## src/rtl/lmts_pkg.sv

```systemverilog
// Package for the longest-match token scanner: sizes, codes, the vocabulary
// entry type and the command and status structs between controller and datapath.
// No dependencies.
`default_nettype none
package lmts_pkg;

   localparam int MAX_TOKEN_BYTES = 8;
   localparam int VOCAB_ENTRIES   = 256;
   localparam int VIDX_W          = $clog2(VOCAB_ENTRIES);
   localparam int VCNT_W          = $clog2(VOCAB_ENTRIES + 1);
   localparam int WIDX_W          = $clog2(MAX_TOKEN_BYTES);
   localparam int LEN_W           = 4;
   localparam int TOKEN_W         = 64;
   localparam int ID_W            = 16;

   typedef enum logic [1:0] {
      MODE_LOAD   = 2'd0,
      MODE_STREAM = 2'd1,
      MODE_END    = 2'd2
   } mode_type;

   localparam logic [1:0] KIND_TOKEN = 2'd0;
   localparam logic [1:0] KIND_ACK   = 2'd1;
   localparam logic [1:0] KIND_END   = 2'd2;

   localparam logic [1:0] LS_NEW      = 2'd0;
   localparam logic [1:0] LS_REPLACED = 2'd1;
   localparam logic [1:0] LS_DROPPED  = 2'd2;

   typedef enum logic [1:0] {
      SK_LOAD,
      SK_MARKER,
      SK_LONGEST
   } scan_kind_type;

   typedef enum logic [2:0] {
      OS_ACK_BAD,
      OS_ACK,
      OS_MATCH,
      OS_PEND,
      OS_PEND_LAST,
      OS_EMPTY_END
   } out_sel_type;

   typedef struct packed {
      logic                 ld_latch;
      logic                 append;
      logic                 scan_start;
      scan_kind_type        scan_kind;
      logic                 scan_run;
      logic                 consume;
      logic                 cons_ws;
      logic                 vocab_write;
      logic                 out_load;
      out_sel_type          out_sel;
      logic                 pend_set;
      logic                 pend_clr;
   } cmd_type;

   typedef struct packed {
      logic [LEN_W-1:0] fill;
      logic             front_ws;
      logic             marker_hit;
      logic             ld_bad;
      logic             scan_done;
      logic             found;
      logic             pend_vld;
   } stat_type;

   typedef struct packed {
      logic [TOKEN_W-1:0] bytes;
      logic [LEN_W-1:0]   len;
      logic [ID_W-1:0]    id;
   } entry_type;

   // Keeps the low len bytes of a packed token.
   function automatic logic [TOKEN_W-1:0] byte_mask(input logic [LEN_W-1:0] len);
      logic [TOKEN_W-1:0] m;
      m = '0;
      for (int k = 0; k < MAX_TOKEN_BYTES; k++) begin
         if (LEN_W'(k) < len) m[8*k +: 8] = 8'hFF;
      end
      return m;
   endfunction

endpackage
`default_nettype wire

```

## src/rtl/lmts_ctrl.sv

```systemverilog
// Controller of the token scanner: sequences loads, scan steps, the end drain
// and result handoff. Depends on lmts_pkg.
`default_nettype none
module lmts_ctrl (
   input  wire                 clock,
   input  wire                 reset,
   input  wire                 req_valid,
   input  wire  [1:0]          req_mode,
   output logic                req_ready,
   output logic                rsp_valid,
   input  wire                 rsp_ready,
   input  wire lmts_pkg::stat_type stat,
   output lmts_pkg::cmd_type   cmd
);
   typedef enum logic [2:0] {
      S_IDLE,
      S_LOAD_CHK,
      S_LOAD_SCAN,
      S_STEP,
      S_SCAN,
      S_SEND
   } state_type;

   state_type state_ff, state_in;
   logic      end_ff, end_in;
   logic      ret_step_ff, ret_step_in;
   logic      take;

   assign req_ready = (state_ff == S_IDLE);
   assign rsp_valid = (state_ff == S_SEND);
   assign take      = req_valid && req_ready;

   always_comb begin
      cmd         = '0;
      state_in    = state_ff;
      end_in      = end_ff;
      ret_step_in = ret_step_ff;
      case (state_ff)
         S_IDLE: begin
            if (take) begin
               case (req_mode)
                  lmts_pkg::MODE_LOAD: begin
                     cmd.ld_latch = 1'b1;
                     state_in     = S_LOAD_CHK;
                  end
                  lmts_pkg::MODE_STREAM: begin
                     cmd.append = 1'b1;
                     end_in     = 1'b0;
                     if (stat.fill == lmts_pkg::LEN_W'(lmts_pkg::MAX_TOKEN_BYTES - 1)) begin
                        state_in = S_STEP;
                     end
                  end
                  lmts_pkg::MODE_END: begin
                     end_in   = 1'b1;
                     state_in = S_STEP;
                  end
                  default: state_in = S_IDLE;
               endcase
            end
         end
         S_LOAD_CHK: begin
            ret_step_in = 1'b0;
            if (stat.ld_bad) begin
               cmd.out_load = 1'b1;
               cmd.out_sel  = lmts_pkg::OS_ACK_BAD;
               state_in     = S_SEND;
            end else begin
               cmd.scan_start = 1'b1;
               cmd.scan_kind  = lmts_pkg::SK_LOAD;
               state_in       = S_LOAD_SCAN;
            end
         end
         S_LOAD_SCAN: begin
            cmd.scan_run = 1'b1;
            if (stat.scan_done) begin
               cmd.vocab_write = 1'b1;
               cmd.out_load    = 1'b1;
               cmd.out_sel     = lmts_pkg::OS_ACK;
               state_in        = S_SEND;
            end
         end
         S_STEP: begin
            if (stat.fill == '0) begin
               // Drain finished: flag the held result, or report an empty run.
               cmd.out_load = 1'b1;
               cmd.out_sel  = stat.pend_vld ? lmts_pkg::OS_PEND_LAST
                                            : lmts_pkg::OS_EMPTY_END;
               cmd.pend_clr = 1'b1;
               ret_step_in  = 1'b0;
               state_in     = S_SEND;
            end else if (stat.front_ws) begin
               cmd.consume = 1'b1;
               cmd.cons_ws = 1'b1;
               state_in    = end_ff ? S_STEP : S_IDLE;
            end else begin
               cmd.scan_start = 1'b1;
               cmd.scan_kind  = stat.marker_hit ? lmts_pkg::SK_MARKER
                                                : lmts_pkg::SK_LONGEST;
               state_in       = S_SCAN;
            end
         end
         S_SCAN: begin
            cmd.scan_run = 1'b1;
            if (stat.scan_done) begin
               cmd.consume = 1'b1;
               if (stat.found && !end_ff) begin
                  cmd.out_load = 1'b1;
                  cmd.out_sel  = lmts_pkg::OS_MATCH;
                  ret_step_in  = 1'b0;
                  state_in     = S_SEND;
               end else if (stat.found) begin
                  // During a drain a result is held back one step so that the
                  // final one can carry the last flag.
                  cmd.pend_set = 1'b1;
                  if (stat.pend_vld) begin
                     cmd.out_load = 1'b1;
                     cmd.out_sel  = lmts_pkg::OS_PEND;
                     ret_step_in  = 1'b1;
                     state_in     = S_SEND;
                  end else begin
                     state_in = S_STEP;
                  end
               end else begin
                  state_in = end_ff ? S_STEP : S_IDLE;
               end
            end
         end
         S_SEND: begin
            if (rsp_ready) state_in = ret_step_ff ? S_STEP : S_IDLE;
         end
         default: state_in = S_IDLE;
      endcase
   end

   always_ff @(posedge clock) begin
      if (reset) begin
         state_ff    <= S_IDLE;
         end_ff      <= 1'b0;
         ret_step_ff <= 1'b0;
      end else begin
         state_ff    <= state_in;
         end_ff      <= end_in;
         ret_step_ff <= ret_step_in;
      end
   end

endmodule
`default_nettype wire

```

## config.mk

```make
export PLATFORM = sky130hd
export DESIGN_NAME = lmts_ctrl
export DESIGN_NICKNAME = d
export VERILOG_FILES = /design/src/rtl/lmts_pkg.sv /design/src/rtl/lmts_ctrl.sv
export SDC_FILE = /design/constraint.sdc
export NUM_CORES = 1
export LEC_CHECK = 0
export BUFFER_PORTS_ARGS = -buffer_cell sky130_fd_sc_hd__buf_2
export CAP_MARGIN = 20
export CORE_UTILIZATION = 33
export CTS_CLUSTER_DIAMETER = 80
export DETAILED_ROUTE_END_ITERATION = 8
export GPL_ROUTABILITY_DRIVEN = 0
export GPL_TIMING_DRIVEN = 0
export SYNTH_ARGS = -nofsm -noshare
export SYNTH_HDL_FRONTEND = slang
export SYNTH_SLANG_ARGS = --single-unit
```

## constraint.sdc

```tcl
create_clock -name clock -period 1.45 [get_ports clock]
set_input_delay 0.2175 -clock clock [delete_from_list [all_inputs] [get_ports clock]]
set_output_delay 0.2175 -clock clock [all_outputs]
set_load 0.02 [all_outputs]
```

**Word-level counts from Yosys, hierarchy flattened**

Cells that the tools add are included.

- Bits in registers: 5
- Output and inout bits: 17
- Word-level logic and storage cells: 82

- Eq/ne operators: 16
- Muxes and demuxes: 51
- Reductions and logical operators: 12

Operators with widths:

| kind | number |
|---|---|
| $mux 3 | 14 |
| $pmux 3 s6 | 1 |
| $mux 1 | 16 |
| $mux 4 | 4 |
| $pmux 4 s4 | 1 |
| $mux 5 | 3 |
| $mux 2 | 7 |
| $reduce_and 5->1 | 2 |
| $ne 3x3->1 const B | 3 |
| $pmux 3 s3 | 1 |
| $eq 3x2->1 const B | 2 |
| $eq 3x3->1 const B | 2 |
| $ne 2x2->1 const B | 3 |
| $pmux 3 s2 | 1 |
| $eq 4x3->1 const B | 1 |
| $logic_not 4->1 | 1 |
| $ne 2x1->1 const B | 2 |
| $pmux 1 s2 | 2 |
| $eq 3x1->1 const B | 1 |
| $logic_not 3->1 | 1 |
| $pmux 1 s3 | 1 |
| $reduce_and 3->1 | 1 |
| $reduce_bool 3->1 | 1 |
| $eq 2x1->1 const B | 1 |
| other kinds (6) | 7 |

**Depth between registers and ports, before layout**

Gate-level depths: netlist (run 1).

- Word-level depth: 5
- Mapped depth: 6
- Depth with buffers taken out: 6

**Worst setup path after synthesis (run 1)**

Ideal clock, no wire load.

- Path type: input to output
- Start point: input port stat[7] (netlist bit)
- End point: output port cmd[2] (netlist bit)
- Data arrival time: 1.391 ns
- Required time: 1.233 ns
- Setup slack: -0.159 ns
- Stages: 2
- Buffers on the path: 0
- Cell sequence: or4_4 -> o311ai_1

RTL lines:

| what | RTL line | RTL |
|---|---|---|
| from (decl) | lmts_ctrl.sv:12 | `input wire lmts_pkg::stat_type stat,` |
| to (decl) | lmts_ctrl.sv:13 | `output lmts_pkg::cmd_type cmd` |

==> PnR_summary.wiki, run 1 <==
{| class="wikitable"
! Metric !! Value
|-
| Result of the run || finished, violations left
|-
| Violations in the final reports || setup timing
|-
| Worst Path Arrival || 1350 ps
|-
| Power per unit of standard cell area || 1390 nW/um2
|-
| Detailed Route Iter0 Violations || 14
|-
| Crit share post-route || 108%
|-
| Pins over their slew limit || 0
|-
| Clock transition at path regs || 40 ps
|-
| Sequence of cells on the critical path || nor3b_4, buf_4, nand4_1, o21ai_1, buf_4
|-
| Max-Cap Viols || 0
|-
| Initial cell density of the core || 37.1%
|-
| Cell type with the highest aggregate area in the netlist || sky130_fd_sc_hd__dfxtp_1
|-
| Largest fanout of any net on the critical path || 6
|-
| Most numerous cell on the critical path || sky130_fd_sc_hd__buf_4
|-
| Portion of synthesized cell area occupied by the leading cell type || 15.0%
|-
| Area of the mapped netlist || 668 um2
|-
| Combinational family with the most area after synthesis || simple AND/OR/NAND/NOR gates
|-
| Worst setup margin || -121 ps
|-
| Count of boundary I/O pins || 33
|-
| DRC violation count after routing || 0
|-
| Post-route clock skew || 2.39 ps
|-
| IR Drop Worst-Case VDD || 0.856 mV
|-
| Number of CTS-inserted buffers || 3
|-
| Number of flops mapped to enable cells by yosys || 0
|-
| Yosys synthesis warning count || 0
|-
| Final worst path period need || 1570 ps
|-
| Internal power contribution || 884 uW
|-
| GRT Overall Usage || 20.9%
|-
| Vias in the first global route || 800
|-
| Number of buffer and inverter instances along the worst setup path || 2
|-
| Category of the most critical setup path || reg2out
|-
| Die span in x || 47.0 um
|-
| Routed via count divided by cell count || 5.33
|-
| Final setup viols || 11
|-
| Final hold violation count || 0
|-
| Combinational fraction of design power || 73.1%
|-
| Critical path capture point type || primary output
|-
| Post-synthesis cell count || 95
|-
| Clock network fraction of design power || 9.4%
|-
| Synth Area in Simple Gates || 41.2%
|-
| Least-Margin Pin Slew || 286 ps
|-
| Register bit count reported by yosys || 5
|-
| Post-synthesis xor/xnor area fraction || 0%
|-
| Global-route wire length before repair || 3.31 mm
|-
| Post-Synthesis Mean Instance Area || 7.03 um2
|-
| Share of power burned in registers || 17.5%
|-
| Slew headroom || 80.8%
|-
| Switching share of total power || 46.8%
|-
| Leading cell types by total area after synthesis || sky130_fd_sc_hd__dfxtp_1 15%, sky130_fd_sc_hd__ha_1 7.5%, sky130_fd_sc_hd__nor2_1 6.7%
|-
| Number of standard-cell rows in the floorplan || 15
|-
| Fraction of the mapped netlist area in compound gates || 29.6%
|-
| Top_reg_cell synth || sky130_fd_sc_hd__dfxtp_1
|-
| Synth Area in Adders || 7.49%
|-
| Commonest non-fill, non-tap cells in the layout || 25 x sky130_fd_sc_hd__buf_4, 17 x sky130_fd_sc_hd__buf_2, 10 x sky130_fd_sc_hd__nor2_1
|-
| Fmax achieved || 636 MHz
|-
| Unique masters post-synth || 37
|-
| Pre-CTS worst setup slack || -182 ps
|-
| Hold-fix buffer count after cts || 0
|-
| WL per Instance || 12.8 um
|-
| Worst hold path class || in2reg
|-
| Die outline area || 2210 um2
|-
| Maximum number of buffers from clock root to sink || 2
|-
| Clock latency of the later-clocked register in the worst-skew pair || 240 ps
|-
| Layout cells sized above 1 || 53.5%
|-
| Largest net degree at the start of global routing || 11
|-
| Async S/R FF share, synth || 0%
|-
| Die height || 47.0 um
|-
| Global route total overflow || 0
|-
| Placed wire-length estimate after detailed placement || 1.52 mm
|-
| Post-synthesis mux area share || 0%
|-
| Net switching power || 778 uW
|-
| Clock H-tree levels || 1
|-
| Final antenna-violating net count || 0
|-
| Clock Sinks || 5
|-
| Placeable core region || 1800 um2
|-
| Sequential cell area fraction in the yosys report || 15.0%
|-
| Initial antenna violation count || 0
|-
| Most common cell after layout, fill and taps aside || sky130_fd_sc_hd__buf_4
|-
| Library cell used as clock root buffer || sky130_fd_sc_hd__clkbuf_4
|-
| Delay of the slowest critical-path stage || 370 ps
|-
| Cell family contributing the most delay on the critical path || flip-flops
|-
| Leakage power || 0.559 nW
|-
| Syn Nets || 115
|-
| Total number of nets in the final design || 165
|-
| # port buffers || 32
|-
| Sum Neg Setup Slack || -676 ps
|-
| Final routed wirelength across all metal layers || 2.16 mm
|-
| Overall via count from detail_route || 901
|-
| Critical Path Source Type || flip-flop
|-
| Unrepaired setup endpoints after global routing || yes
|-
| Synth-to-Final Area Change || 78.7%
|-
| Pre-Repair DR Iteration Count || 4
|-
| Diodes inserted || 0
|-
| Endpoint required time on the critical path || 1230 ps
|-
| Max stage delay cell, worst path || sky130_fd_sc_hd__dfxtp_4
|-
| TritonCTS clock tree || done
|}
flip-flops by register name (all words and copies together), names as in the netlist:
name / cells
end_ff: 1
ret_step_ff: 1
state_ff: 3
routing by layer:
metal  vias up  part of all wire [%]  global-route usage (%)
met4         0                     0                    2.29
met2        48                    53                    39.7
li1        440                     -                       -
met3         0                   9.3                    6.15
met1       413                    38                    23.6
met5         -                     0                       0
cell families (layout without fill, tap and decap cells):
family / Yosys count / count (layout)
buffers and inverters: 10 / 59
DFF: 5 / 5
adders and majority gates: 4 / 4
AOI/OAI and AO/OA: 31 / 31
and+or+nand+nor: 45 / 45
stage by stage:
step                total power [mW]  hold slack, ps  utilization [%]  cells  cell area [um2]
floorplan                      0.873             287                -     95              694
global placement                1.11             464             49.2    152              886
detailed placement              1.11             463             49.2    152              886
CTS                             1.51             199             60.8    166             1090
global route                    1.79             215             66.3    169             1190
finish                          1.66             205             66.3    169             1190
final cells by class:
class / count / area, um2
buffer: 3 / 26.3
multi-input combinational: 80 / 651
clock buffer: 4 / 26.3
inverter: 6 / 22.5
fill: 170 / 608
tap: 25 / 31.3
timing repair buffer: 46 / 325
sequential: 5 / 111
cell usage after synthesis, drive strengths merged, types with 3 or more instances:
cell type and count:
nor2 12, o21ai 10, a21oi 8, nand2 8
inv 6, dfxtp 5, nand2b 5, buf 4
ha 4, nor2b 3, nor3 3
power by group through the flow:
stage               sequential, mW  clock, mW  combinational [mW]
CTS                          0.286      0.164                1.06
detailed placement           0.226          0               0.888
finish                       0.291      0.156                1.21
global route                 0.295      0.183                1.31
global placement             0.226          0               0.884
floorplan                    0.208          0               0.665
timing repair:
action | 4_1_cts | 5_1_grt
pin swaps | 8 | 6
resized for setup | 34 | 16
setup buffers | 11 | 3
endpoints found under the setup margin | 19 | 19
worst paths after layout:
path / from / to / slack [ps] / cells past startpoint
max reg2reg: state_ff[2] / state_ff[1] / -30 / 7
max: state_ff[1] / cmd[5] / -120 / 5
min: reset / state_ff[2] / 210 / 2
min reg2reg: ret_step_ff / ret_step_ff / 520 / 2
Note: power is estimated with default switching activity, not from simulation.
==> inputs of run 2 (changes only) <==
SETUP_SLACK_MARGIN = 0.05   (was unset)
==> run 2 against run 1 <==
The flow still finishes with violations (setup timing). Combinational power is 6% higher. Maximum frequency is 0.61% lower. Sequential power is 3% higher. Utilization is 1.3 points higher. Worst setup slack worse by 9.6 ps. Cell area is 2.0% higher. Wire length is 3.8% higher. Register-to-register slack hardly changed. Clock power hardly changed. Non-clock buffer count is 1 lower.
==> PnR_summary.wiki, run 2 (same netlist as run 1, synthesis figures left out) <==
{| class="wikitable"
! Metric !! Value
|-
| Result of the run || finished, violations left
|-
| Violations in the final reports || setup timing
|-
| Number of CTS-inserted buffers || 3 (unchanged)
|-
| Crit share post-route || 109% (+0.66 points)
|-
| FF-to-FF setup slack || -30 ps (about the same)
|-
| Net switching power || 804 uW (+3.4%)
|-
| Clock network fraction of design power || 9.0% (-0.4 points)
|-
| Final routed wirelength across all metal layers || 2.24 mm (+3.8%)
|-
| Clock latency of the later-clocked register in the worst-skew pair || 240 ps (about the same)
|-
| Final worst path period need || 1580 ps (+9.64 ps)
|-
| Power per unit of standard cell area || 1430 nW/um2 (+2.5%)
|-
| Final antenna-violating net count || 0 (unchanged)
|-
| Synth-to-Final Area Change || 82.2%
|-
| Die span in x || 47.0 um (unchanged)
|-
| Final hold violation count || 0 (unchanged)
|-
| Critical Path Source Type || primary input
|-
| Count of boundary I/O pins || 33 (unchanged)
|-
| Post-route clock skew || 3.65 ps (+1.25 ps)
|-
| Final-layout worst hold slack || 216 ps (+10.9 ps)
|-
| Pre-Repair DR Iteration Count || 4 (unchanged)
|-
| Maximum number of buffers from clock root to sink || 2 (unchanged)
|-
| Clock Sinks || 5 (unchanged)
|-
| Launching instance or port of the critical path || stat[7]
|-
| Total design power || 1.74 mW (+4.5%)
|-
| Layout cells sized above 1 || 55.9% (+2.5 points)
|-
| Internal power contribution || 932 uW (+5.4%)
|-
| Endpoint required time on the critical path || 1230 ps (about the same)
|-
| Die height || 47.0 um (unchanged)
|-
| Post-route cell area || 1220 um2 (+2.0%)
|-
| Leading registers by flop count || state_ff (3), end_ff (1), ret_step_ff (1)
|-
| DRC violation count after routing || 0 (unchanged)
|-
| Worst hold path class || in2reg
|-
| Final Core Density || 67.6% (+1.3 points)
|-
| Beginning of the worst register-to-register path || state_ff[1]
|-
| Largest net degree at the start of global routing || 11 (unchanged)
|-
| Worst setup margin || -131 ps (-9.64 ps)
|-
| # port buffers || 32 (unchanged)
|-
| Most flops, register || state_ff
|-
| Initial cell density of the core || 37.1% (unchanged)
|-
| Global route total overflow || 0 (unchanged)
|-
| Sequence of cells on the critical path || buf_2, or4_4, o311ai_4, buf_6
|-
| Unrepaired setup endpoints after global routing || yes
|-
| Number of flip-flops in the largest register || 3 (unchanged)
|-
| Combinational fraction of design power || 73.8% (+0.7 points)
|-
| Pins over their slew limit || 0 (unchanged)
|-
| Instance area after placement || 891 um2 (+0.56%)
|-
| Clock transition at path regs || 40 ps (about the same)
|-
| WL per Instance || 13.3 um (+4.4%)
|-
| Max-Cap Viols || 0 (unchanged)
|-
| Total number of nets in the final design || 164 (-0.61%)
|-
| Routed via count divided by cell count || 5.44 (+2.0%)
|-
| Worst Path Arrival || 1360 ps (about the same)
|-
| Detailed Route Iter0 Violations || 30 (+16)
|-
| Switching share of total power || 46.3% (-0.47 points)
|-
| Placeable core region || 1800 um2 (unchanged)
|-
| Final setup viols || 12 (+1)
|-
| Vias in the first global route || 824 (+3.0%)
|-
| Category of the most critical setup path || in2out
|-
| IR Drop Worst-Case VDD || 1.05 mV (+23%)
|-
| Number of standard-cell rows in the floorplan || 15 (unchanged)
|-
| Startpoint of the lowest-slack hold path || reset
|-
| Commonest non-fill, non-tap cells in the layout || 19 x sky130_fd_sc_hd__buf_4, 17 x sky130_fd_sc_hd__buf_2, 12 x sky130_fd_sc_hd__buf_6
|-
| GRT Overall Usage || 21.5% (+0.55 points)
|-
| Fmax achieved || 632 MHz (-0.61%)
|-
| Die outline area || 2210 um2 (unchanged)
|-
| Placed wire-length estimate after detailed placement || 1.57 mm (+3.6%)
|-
| Pre-CTS worst setup slack || -195 ps (-12.7 ps)
|-
| Share of power burned in registers || 17.2% (-0.3 points)
|-
| TritonCTS clock tree || done
|-
| Library cell used as clock root buffer || sky130_fd_sc_hd__clkbuf_4
|-
| Slew headroom || 78.2% (-2.6 points)
|-
| Global-route wire length before repair || 3.39 mm (+2.5%)
|-
| Largest fanout of any net on the critical path || 4 (-2)
|-
| Clock H-tree levels || 1 (unchanged)
|-
| Most common cell after layout, fill and taps aside || sky130_fd_sc_hd__buf_4
|-
| Initial antenna violation count || 0 (unchanged)
|-
| Least-Margin Pin Slew || 326 ps (+39.4 ps)
|-
| Diodes inserted || 0 (unchanged)
|-
| Overall via count from detail_route || 914 (+1.4%)
|-
| Critical path capture point type || primary output
|-
| Delay of the slowest critical-path stage || 580 ps (+210 ps)
|-
| Max stage delay cell, worst path || sky130_fd_sc_hd__or4_4
|-
| Leakage power || 0.576 nW (+3.1%)
|}
==> run 2: cell types whose count changed in the layout (fill, tap and decap cells not counted), sizes merged <==
cell,previous run,this run
buf,49,48
==> run 2: path summary, 6_finish.rpt <==
kind,end,cells past startpoint
setup / recovery,cmd[2],4
hold / removal,state_ff[2],2
setup reg to reg,state_ff[0],7
hold reg to reg,ret_step_ff,2
==> run 2: layer usage <==
metal	up-vias	global-route usage, %	part of all wire, %
li1	441	-	-
met1	425	26.8	41
met2	46	38.3	51
met3	2	4.62	6.5
met4	0	3.43	0.63
met5	-	0	0
==> run 2: area by class of cell <==
cell class                 count  area (um2)
clock buffer                   4        26.3
sequential                     5         111
timing repair buffer          45         333
inverter                       6        22.5
multi-input combinational     80         663
tap                           25        31.3
fill                         160         584
buffer                         3        30.0
==> run 2: repair_timing <==
action,4_1_cts,5_1_grt
pin swaps,7,10
endpoints found under the setup margin,19,20
gates cloned,0,0
hold buffers,0,0
buffers inserted,12,1
gates resized for setup,35,24
==> run 2: power groups by stage <==
stage	registers, mW	clock network [mW]	logic [mW]
after detailed placement	0.226	0	0.900
after floorplan	0.208	0	0.672
final	0.299	0.156	1.28
after global routing	0.302	0.173	1.37
after global placement	0.226	0	0.893
after CTS	0.253	0.166	1.20
==> run 2: worst max-delay path, delay by kind of cell <==
| family | cells | cell delay [ps] |
|---|---|---|
| AOI/OAI and AO/OA | 1 | 280 |
| and+or+nand+nor | 1 | 580 |
| buffers and inverters | 2 | 280 |
==> run 2: stage by stage <==
stage	cells	setup TNS [ps]
4_1_cts	168	-1190
5_1_grt	168	-1640
2_1_floorplan	95	-95.2
3_5_place_dp	152	-593
3_3_place_gp	152	-561
6_report	168	-734
==> inputs of run 3 (changes only) <==
SKIP_LAST_GASP = 1   (was unset)
==> run 3 against run 2 <==
The flow still finishes with violations (setup timing). Critical path depth unchanged. Sequential power is essentially flat. Cell area is 1.1% lower. Utilization fell by 0.76 points.
==> PnR_summary.wiki, run 3 (same netlist as run 1, synthesis figures left out) <==
{| class="wikitable"
! Metric !! Value
|-
| Result of the run || finished, violations left
|-
| Violations in the final reports || setup timing
|-
| Largest fanout of any net on the critical path || 4 (unchanged)
|-
| Post-route cell area || 1200 um2 (-1.1%)
|-
| Critical path capture point type || primary output
|-
| Clock H-tree levels || 1 (unchanged)
|-
| Slew headroom || 78.2% (unchanged)
|-
| Category of the most critical setup path || in2out
|-
| Number of flip-flops in the largest register || 3 (unchanged)
|-
| Fmax achieved || 632 MHz (about the same)
|-
| Final antenna-violating net count || 0 (unchanged)
|-
| Maximum number of buffers from clock root to sink || 2 (unchanged)
|-
| Layout cells sized above 1 || 54.5% (-1.4 points)
|-
| Clock Sinks || 5 (unchanged)
|-
| Final-layout worst hold slack || 216 ps (unchanged)
|-
| Crit share post-route || 109% (about the same)
|-
| Worst hold path class || in2reg
|-
| Detailed Route Iter0 Violations || 30 (unchanged)
|-
| Leakage power || 0.574 nW (-0.25%)
|-
| Largest net degree at the start of global routing || 11 (unchanged)
|-
| Initial cell density of the core || 37.1% (unchanged)
|-
| # port buffers || 32 (unchanged)
|-
| WL per Instance || 13.3 um (about the same)
|-
| Placed wire-length estimate after detailed placement || 1.57 mm (unchanged)
|-
| Least-Margin Pin Slew || 326 ps (unchanged)
|-
| Die height || 47.0 um (unchanged)
|-
| Library cell used as clock root buffer || sky130_fd_sc_hd__clkbuf_4
|-
| Diodes inserted || 0 (unchanged)
|-
| Total number of nets in the final design || 164 (unchanged)
|-
| Leading registers by flop count || state_ff (3), end_ff (1), ret_step_ff (1)
|-
| Power per unit of standard cell area || 1430 nW/um2 (about the same)
|-
| TritonCTS clock tree || done
|-
| Initial antenna violation count || 0 (unchanged)
|-
| Sum Neg Setup Slack || -739 ps (-4.86 ps)
|-
| Global route total overflow || 0 (unchanged)
|-
| Layout filler cell count || 163 (+1.9%)
|-
| Most common cell after layout, fill and taps aside || sky130_fd_sc_hd__buf_4
|-
| Final hold violation count || 0 (unchanged)
|-
| Endpoint required time on the critical path || 1230 ps (about the same)
|-
| Final worst path period need || 1580 ps (-0.00200 ps)
|-
| Vias in the first global route || 824 (unchanged)
|-
| Critical Path Source Type || primary input
|-
| Number of standard-cell rows in the floorplan || 15 (unchanged)
|-
| Die outline area || 2210 um2 (unchanged)
|-
| Clock transition at path regs || 40 ps (about the same)
|-
| Routed via count divided by cell count || 5.44 (unchanged)
|-
| Overall via count from detail_route || 914 (unchanged)
|-
| Final routed wirelength across all metal layers || 2.24 mm (about the same)
|-
| Number of CTS-inserted buffers || 3 (unchanged)
|-
| Commonest non-fill, non-tap cells in the layout || 22 x sky130_fd_sc_hd__buf_4, 17 x sky130_fd_sc_hd__buf_2, 10 x sky130_fd_sc_hd__nor2_1
|-
| GRT Overall Usage || 21.5% (unchanged)
|-
| Final setup viols || 12 (unchanged)
|-
| DRC violation count after routing || 0 (unchanged)
|-
| Max-Cap Viols || 0 (unchanged)
|-
| Pre-Repair DR Iteration Count || 4 (unchanged)
|-
| Worst Path Arrival || 1360 ps (about the same)
|-
| Most flops, register || state_ff
|-
| Instance area after placement || 891 um2 (unchanged)
|-
| Count of boundary I/O pins || 33 (unchanged)
|-
| Worst setup margin || -131 ps (+0.00200 ps)
|-
| IR Drop Worst-Case VDD || 1.04 mV (-0.53%)
|-
| Synth-to-Final Area Change || 80.1%
|-
| Total design power || 1.72 mW (-1.2%)
|-
| Die span in x || 47.0 um (unchanged)
|-
| Post-route clock skew || 3.65 ps (unchanged)
|-
| Global-route wire length before repair || 3.39 mm (unchanged)
|-
| Unrepaired setup endpoints after global routing || yes
|-
| Placeable core region || 1800 um2 (unchanged)
|-
| Pins over their slew limit || 0 (unchanged)
|-
| Clock latency of the later-clocked register in the worst-skew pair || 240 ps (about the same)
|}
==> run 3: layout make-up <==
cell class,instances,area (um2),area share (%)
multi-input combinational,80,661,54.9
timing repair buffer,45,322,26.7
sequential,5,111,9.25
tap,25,31.3,2.60
buffer,3,30.0,2.49
clock buffer,4,26.3,2.18
inverter,6,22.5,1.87
==> run 3: path summary, 6_finish.rpt <==
path / start / end / slack, ps / cells past startpoint
worst max-delay path: stat[7] / cmd[2] / -130 / 4
worst min-delay path: reset / state_ff[2] / 220 / 2
worst max register to register: state_ff[1] / state_ff[0] / -30 / 7
worst min register to register: ret_step_ff / ret_step_ff / 540 / 2
==> run 3: layer usage <==
metal	track usage, %	up-vias	routed length, um
met4	3.43	0	14
met3	4.62	2	145
met5	0	-	0
met1	26.8	425	924
met2	38.3	46	1150
li1	-	441	-
==> run 3: what timing repair did <==
item | in CTS | in global routing
setup endpoints to repair | 19 | 20
resized for setup | 35 | 19
setup buffers | 12 | 1
hold buffers | 0 | 0
pin swaps | 7 | 10
==> run 3: worst max-delay path, cell delays in order <==
cell and delay [ps]:
sky130_fd_sc_hd__buf_2 130, sky130_fd_sc_hd__or4_4 580, sky130_fd_sc_hd__o311ai_4 280, sky130_fd_sc_hd__buf_6 150
==> run 3: power by group <==
part           internal, mW  switching [mW]
sequential            0.195           0.102
clock                 0.104          0.0526
combinational         0.618           0.644
total                 0.917           0.798
==> run 3: stage by stage <==
stage          instances  setup WS (ps)  util (%)
2_1_floorplan         95          -75.2         -
3_3_place_gp         152           -208      49.4
3_5_place_dp         152           -195      49.4
4_1_cts              168           -165      62.6
5_1_grt              168           -203      66.8
6_report             168           -131      66.8
